$ cat src/rtl/pcv_pkg.sv
// ----------------------------------------------------------------------------
// pcv_pkg
// Shared constants and types of the primitive cull and viewport stage.
// ----------------------------------------------------------------------------
package pcv_pkg;

	// Fraction bits of every Q format in the block.
	localparam int FRAC_BITS = 16;
	// Dividend width: a 32-bit value shifted up by the fraction bits.
	localparam int NUM_W = 32 + FRAC_BITS;
	localparam int CNT_W = $clog2(NUM_W + 1);

	// Slot counter limit, min(MAX_PRIMITIVES - 1, 4095).
	localparam int MAX_PRIMITIVES = 4096;
	localparam int SLOT_LIMIT = (MAX_PRIMITIVES - 1) > 4095 ? 4095 : (MAX_PRIMITIVES - 1);

	localparam logic [5:0] OUTCODE_ALL = 6'h3F;
	localparam logic [NUM_W-1:0] PSIZE_NUM = NUM_W'(15) << (2 * FRAC_BITS);

	// Configuration register indexes.
	localparam logic [2:0] CFG_MODE     = 3'd0;
	localparam logic [2:0] CFG_SCALE_X  = 3'd1;
	localparam logic [2:0] CFG_OFFSET_X = 3'd2;
	localparam logic [2:0] CFG_SCALE_Y  = 3'd3;
	localparam logic [2:0] CFG_OFFSET_Y = 3'd4;
	localparam logic [2:0] CFG_SCALE_Z  = 3'd5;
	localparam logic [2:0] CFG_OFFSET_Z = 3'd6;
	localparam logic [2:0] CFG_GUARD    = 3'd7;

	typedef struct packed {
		logic                    start;
		logic signed [NUM_W-1:0] num;
		logic signed [31:0]      den;
	} div_req_t;

	typedef struct packed {
		logic               done;
		logic signed [31:0] quo;
	} div_rsp_t;

endpackage

$ cat src/rtl/pcv_div.sv
// ----------------------------------------------------------------------------
// pcv_div
// Restoring divider, one quotient bit per cycle, result truncated toward
// zero and saturated to 32 bits signed.
// ----------------------------------------------------------------------------
module pcv_div (
	input  logic              clk,
	input  logic              arst_n,
	input  pcv_pkg::div_req_t req,
	output pcv_pkg::div_rsp_t rsp
);

	logic                        busy_q;
	logic                        fin_q;
	logic [pcv_pkg::CNT_W-1:0]   cnt_q;
	logic [pcv_pkg::NUM_W-1:0]   quo_q;
	logic [31:0]                 rem_q;
	logic [31:0]                 dm_q;
	logic                        neg_q;
	logic                        num_pos_q;
	logic                        num_neg_q;
	logic                        den_zero_q;
	logic                        done_q;
	logic signed [31:0]          res_q;

	logic [pcv_pkg::NUM_W-1:0]   num_mag;
	logic [31:0]                 den_mag;
	logic [32:0]                 trial;
	logic                        fits;
	logic [32:0]                 trial_sub;
	logic signed [31:0]          fin_val;

	assign num_mag = req.num[pcv_pkg::NUM_W-1] ? pcv_pkg::NUM_W'(-req.num) : req.num;
	assign den_mag = req.den[31] ? 32'(-req.den) : req.den;
	assign trial     = {rem_q, quo_q[pcv_pkg::NUM_W-1]};
	assign fits      = trial >= {1'b0, dm_q};
	assign trial_sub = trial - {1'b0, dm_q};

	always_comb begin
		if (den_zero_q) begin
			if (num_pos_q) fin_val = 32'sh7FFF_FFFF;
			else if (num_neg_q) fin_val = 32'sh8000_0000;
			else fin_val = '0;
		end else if (!neg_q) begin
			if (quo_q > pcv_pkg::NUM_W'(32'h7FFF_FFFF)) fin_val = 32'sh7FFF_FFFF;
			else fin_val = quo_q[31:0];
		end else begin
			if (quo_q > pcv_pkg::NUM_W'(32'h8000_0000)) fin_val = 32'sh8000_0000;
			else fin_val = 32'(-quo_q[31:0]);
		end
	end

	always_ff @(posedge clk or negedge arst_n) begin
		if (!arst_n) begin
			busy_q <= 1'b0;
			fin_q  <= 1'b0;
			done_q <= 1'b0;
			cnt_q  <= '0;
		end else begin
			done_q <= 1'b0;
			if (req.start && !busy_q && !fin_q) begin
				busy_q <= 1'b1;
				cnt_q  <= '0;
			end else if (busy_q) begin
				if (cnt_q == pcv_pkg::CNT_W'(pcv_pkg::NUM_W - 1)) begin
					busy_q <= 1'b0;
					fin_q  <= 1'b1;
				end
				cnt_q <= cnt_q + 1'b1;
			end else if (fin_q) begin
				fin_q  <= 1'b0;
				done_q <= 1'b1;
			end
		end
	end

	always_ff @(posedge clk) begin
		if (req.start && !busy_q && !fin_q) begin
			quo_q      <= num_mag;
			rem_q      <= '0;
			dm_q       <= den_mag;
			neg_q      <= req.num[pcv_pkg::NUM_W-1] ^ req.den[31];
			num_pos_q  <= !req.num[pcv_pkg::NUM_W-1] && (req.num != '0);
			num_neg_q  <= req.num[pcv_pkg::NUM_W-1];
			den_zero_q <= req.den == '0;
		end else if (busy_q) begin
			rem_q <= fits ? trial_sub[31:0] : trial[31:0];
			quo_q <= {quo_q[pcv_pkg::NUM_W-2:0], fits};
		end
		if (fin_q) res_q <= fin_val;
	end

	assign rsp.done = done_q;
	assign rsp.quo  = res_q;

endmodule

$ cat config.mk
export PLATFORM = sky130hd
export DESIGN_NAME = pcv_div
export DESIGN_NICKNAME = d
export VERILOG_FILES = /design/src/rtl/pcv_pkg.sv /design/src/rtl/pcv_div.sv
export SDC_FILE = /design/constraint.sdc
export NUM_CORES = 1
export LEC_CHECK = 0
export BUFFER_PORTS_ARGS = -buffer_cell sky130_fd_sc_hd__buf_2
export CORE_MARGIN = 3
export CORE_UTILIZATION = 65
export DETAILED_ROUTE_END_ITERATION = 12
export GPL_ROUTABILITY_DRIVEN = 0
export PLACE_DENSITY = 0.87
export SLEW_MARGIN = 10
export SYNTH_ARGS = -nofsm -noshare
export SYNTH_HDL_FRONTEND = slang
export SYNTH_SLANG_ARGS = --single-unit
export TNS_END_PERCENT = 10
$ cat constraint.sdc
create_clock -name clk -period 4.93 [get_ports clk]
set_input_delay 0.7395 -clock clk [delete_from_list [all_inputs] [get_ports clk]]
set_output_delay 0.7395 -clock clk [all_outputs]
set_load 0.05 [all_outputs]
* Yosys cells after proc, flatten, opt, wreduce, memory -nomap -nowiden
Index checks and enable logic that the tools add are counted.
** Cells by class
- Add/sub/neg operators :: 5
- $lt $le $gt $ge :: 3
- Equality and inequality tests :: 2
- Muxes and demuxes :: 21
- Bitwise operators :: 2
- Reduce and logical (&&, ||, !) cells :: 10
** Operator list (count)
- two-way mux 32 bit :: 7
- two-way mux 48 bit :: 3
- negation 32 bit :: 2
- greater-than comparator 48 x 31 -> 1 bit (second input constant) :: 1
- greater-than comparator 48 x 32 -> 1 bit (second input constant) :: 1
- negation 48 bit :: 1
- nonzero test 48 bit :: 1
- >= comparator 33 x 32 -> 1 bit :: 1
- zero test 32 bit :: 1
- subtractor 32 bit :: 1
- two-way mux 31 bit :: 1
- two-way mux 6 bit :: 2
- two-way mux 1 bit :: 8
- adder 6 x 1 -> 6 bit (second input constant) :: 1
- equality test 6 bit (second input constant) :: 1
- logical AND 1 bit :: 3
- zero test 1 bit :: 3
- inequality test 2 x 1 -> 1 bit (second input constant) :: 1
- AND reduction 2 bit :: 1
- nonzero test 2 bit :: 1
- inverter 1 bit :: 1
- XOR 1 bit :: 1
** Word-level totals
- Flip-flop bits (word level) :: 157
- Input bits :: 83

* Longest topological paths before layout
- Depth after elaboration :: 5
- Gate-level depth with buffers :: 13
- Mapped depth without buffers :: 11

* Worst setup path before layout
No wires, ideal clock.
- Path type :: in2reg
- Start :: in req[44] (netlist bit)
- End :: reg quo_q[46] (netlist bit), data pin
- Setup time :: 0.270 ns
- Arrival :: 3.526 ns
- Slack :: 1.134 ns
- Stages on the path :: 8
- Buffers on the path :: 0
- Cells stage by stage :: or4_4 -> or3_4 -> or4b_4 -> or4_4 -> or3_4 -> o41ai_2 -> xor2_1 -> a21oi_1
** Between the ends
- Cells in the longest elaborated chain, start to end :: 3
** Ends and longest elaborated chain
- from (decl) :: line pcv_div.sv:9 : input pcv_pkg::div_req_t req,
- negation 48 bit :: line pcv_div.sv:33 : assign num_mag = req.num[pcv_pkg::NUM_W-1] ? pcv_pkg::NUM_W'(-req.num) : req.num;
- two-way mux 48 bit :: line pcv_div.sv:33
- two-way mux 48 bit :: line pcv_div.sv:78 : if (req.start && !busy_q && !fin_q) begin
- to (signal assigned) :: line pcv_div.sv:79 : quo_q <= num_mag;
- to (signal assigned) :: line pcv_div.sv:88 : quo_q <= {quo_q[pcv_pkg::NUM_W-2:0], fits};
- to (decl) :: line pcv_div.sv:16 : logic [pcv_pkg::NUM_W-1:0] quo_q;
Every way passes these cells.
A chain may end at the register's enable or synchronous reset.

* Worst setup path in the final report
Ends and elaborated chain as after synthesis.

==> results.md <==
- Outcome: finished clean
- Fraction of layout cells with a size suffix above 1: 14.4%
- Main flop type after synthesis: edfxtp_1
- Number of placed I/O pins: 116
- Data arrival time of the worst path: 3.84 ns
- Iteration-0 DRC Markers: 1,064
- Proportion of power drawn by flip-flops and latches: 36.9%
- Die outline area: 17,800 sq um
- Clock buffer count from CTS: 17
- Routed length per placed instance: 17.7 um
- Overall overflow remaining after global route: 0
- Slowest cell on the critical path: or4b_4
- R2r worst-path depth: 11
- Register clock-pin slew on the reported worst setup and hold paths: 0.06 ns
- LEAKAGE: 4.57 nW
- Switching power of the nets: 2.79 mW
- Pwr dens: 574 nW/um^2
- Longest Clk Path Bufs: 2
- Most area-consuming cells after synthesis: edfxtp_1 (33%), dfxtp_1 (6.1%), a21oi_1 (5.5%)
- Number of global-route vias before repair: 8,696
- Number of synthesized register bits: 157
- Setup TNS after final layout: 0 ns
- CP cell instances: buf_2 -> or4_4 -> or3_4 -> or4b_4 -> or4_4 -> or3_4 -> o41ai_2 -> xor2_1 -> a21oi_1
- Final-report setup violation count: 0
- Cell internal pwr: 3.98 mW
- Floorplan Core Area: 15,500 sq um
- Maxcap violations: 0
- Part of the total power dissipated in combinational logic: 43.2%
- Post-route fraction of the period consumed by the critical path: 74.8%
- Peak per-stage delay on the critical path: 0.57 ns
- Net switching share of the total power: 41.2%
- Floorplan row count: 45
- Number of max-slew violations in the final report: 0
- Total power: 6.77 mW
- Most common cell after layout, fill and taps aside: nand2_1
- Number of endpoints with negative hold slack in the final report: 0
- Die height: 133 um
- Syn Std Cell Area: 10,600 sq um
- Syn Nets: 1,314
- Number of nets at the end of the flow: 1,387
- Worst Slack Setup Final: 1.24 ns
- Area leader, netlist: edfxtp_1
- Buffer count from post-CTS setup fixing: 0
- Headroom to the max-slew limit: 22.2%
- Yosys Warn Count: 0
- Via count: 9,615
- Critical Path Fanout Max: 6
- Tightest Pin Transition: 1.17 ns
- Clock root cell: clkbuf_16
- Post-cts hold buffer count: 0
- Endpoint type of the worst setup path: flip-flop
- Sequential element share of the synthesized area: 41.2%
- Mean number of vias per cell: 6.44
- H-tree levels: 4
- Syn Inst Count: 1,194
- Worst Setup Slack post-DPL: 0.839 ns
- Antenna Nets Post-Route: 0
- Remaining design rule violation count: 0
- Global Route Usage Sum: 29.4%
- Pin count of the biggest net entering global routing: 133
- Resized cells post-CTS: 0
- Starting density of the core: 67.9%
- Most frequent cells in the layout: nand2_1 (131), edfxtp_1 (116), buf_2 (115)
- Clock tree from TritonCTS: yes
- Hold Path Class: input port to async pin
- Number of enable flip-flop cells after synthesis: 116
- Horiz. Die Dim: 133 um
- Overall routed net length: 26,500 um
- Share of Yosys cell area claimed by the top area cell type: 33.0%
- Worst clock skew: 0.0155 ns
- Fill count: 1,103
- Synthesized area per cell: 8.84 sq um
- Clock latency on the worst-skew pair: 0.43 ns
- Number of clock sinks: 157
- Wire length of the first global-routing pass: 43,100 um
- Final worst path period need: 3.69 ns
- Peak clock frequency supported by timing: 271 MHz
- Startpoint-to-endpoint class of the critical path: input port to flip-flop
- WHS: 0.154 ns
- Count of TritonRoute iterations in the first routing pass: 6
- Port buffer count: 115
- Netlist cell types: 68
- Post-detail-place hpwl: 18,400 um
- Max rail drop VDD: 0.356 mV
- Kind of start point of the critical path: input port
- Initial antenna violation count: 1
- Fraction of registers with async set or reset after synthesis: 5.73%
- P&R area growth vs syn: 11.8%
- Unrepaired setup endpoints after global routing: false
- Clk pwr share: 19.9%
- Critical path required time: 5.08 ns
- Register-to-register path setup slack: 1.25 ns
-- layout make-up --
class | instances | area [sq um] | area share [%]
Inverter | 50 | 188 | 1.59
Sequential cell | 157 | 4350 | 36.9
Antenna cell | 1 | 2.50 | 0.0212
Timing Repair Buffer | 121 | 633 | 5.37
Clock buffer | 19 | 433 | 3.67
Multi-Input combinational cell | 920 | 5760 | 48.8
Clock inverter | 13 | 166 | 1.41
Tap cell | 211 | 264 | 2.24
-- per-stage QoR --
step	instances	utilization [%]	cell area (sq um)
floorplan	1194	-	10600
global placement	1459	72.0	11200
detailed placement	1459	72.0	11200
CTS	1491	75.9	11800
global route	1492	75.9	11800
finish	1492	75.9	11800
-- power groups by stage --
stage / combinational, mW / sequential (mW) / clock, mW
6_report: 2.92 / 2.50 / 1.35
5_1_grt: 3.23 / 2.54 / 1.41
4_1_cts: 2.89 / 2.46 / 1.36
3_5_place_dp: 2.85 / 2.47 / 0
3_3_place_gp: 2.75 / 2.46 / 0
2_1_floorplan: 2.04 / 2.56 / 0
-- cells in the mapped netlist, types with 26 or more instances --
library cell  count
a21oi_1         116
clkbuf_1         62
dfxtp_1          32
edfxtp_1        116
ha_1             36
inv_1            50
nand2_1         131
nor2_1          102
nor3_1           40
o211ai_1         36
o21ai_0          64
o31ai_1          26
or3_1            28
xnor2_1          45
xor2_1           58
-- cell families (layout without fill, tap and decap cells) --
| family | after synthesis | after routing | synth area share, % |
|---|---|---|---|
| xor gates and xnor gates | 103 | 103 | 8.55 |
| adders and majority gates | 37 | 37 | 4.46 |
| AOI/OAI and AO/OA | 351 | 351 | 21.3 |
| DFF | 157 | 157 | 41.2 |
| other | 0 | 1 | 0 |
| and+or+nand+nor | 426 | 426 | 19.8 |
| buffers and inverters | 117 | 203 | 4.41 |
| muxes | 3 | 3 | 0.296 |
-- state kept, by name (all words and copies together) (netlist names) --
signal,count
busy_q,1
rem_q,32
quo_q,48
neg_q,1
den_zero_q,1
fin_q,1
num_neg_q,1
cnt_q,6
done_q,1
res_q,32
dm_q,32
num_pos_q,1
-- critical path, delay by kind of cell --
| family | cells | cell delay, ns |
|---|---|---|
| xor gates and xnor gates | 1 | 0.20 |
| and+or+nand+nor | 5 | 2.45 |
| AOI/OAI and AO/OA | 2 | 0.34 |
| buffers and inverters | 1 | 0.11 |
-- layer usage --
metal  GRT usage, %  part of all wire [%]  wire length [um]  up-vias
met4           9.31                   1.9               506        0
li1               -                     -                 -     4556
met3           5.48                   9.6              2530       53
met1           42.7                    43             11500     4481
met5              0                     0                 0        -
met2           45.0                    45             11900      525
-- final timing paths --
| check | start | endpoint |
|---|---|---|
| worst max-delay path | req[44] | quo_q[46]$_DFFE_PP_ |
| worst min-delay path | arst_n | cnt_q[2]$_DFFE_PN0P_ |
| worst max register to register | dm_q[14]$_DFFE_PP_ | rem_q[3]$_SDFFE_PP0P_ |
| worst min register to register | rem_q[28]$_SDFFE_PP0P_ | rem_q[29]$_SDFFE_PP0P_ |
| max in group asynchronous | arst_n | busy_q$_DFF_PN0_ |
| min in group clk | rem_q[28]$_SDFFE_PP0P_ | rem_q[29]$_SDFFE_PP0P_ |
No activity file was read; power rests on OpenSTA's default activity.
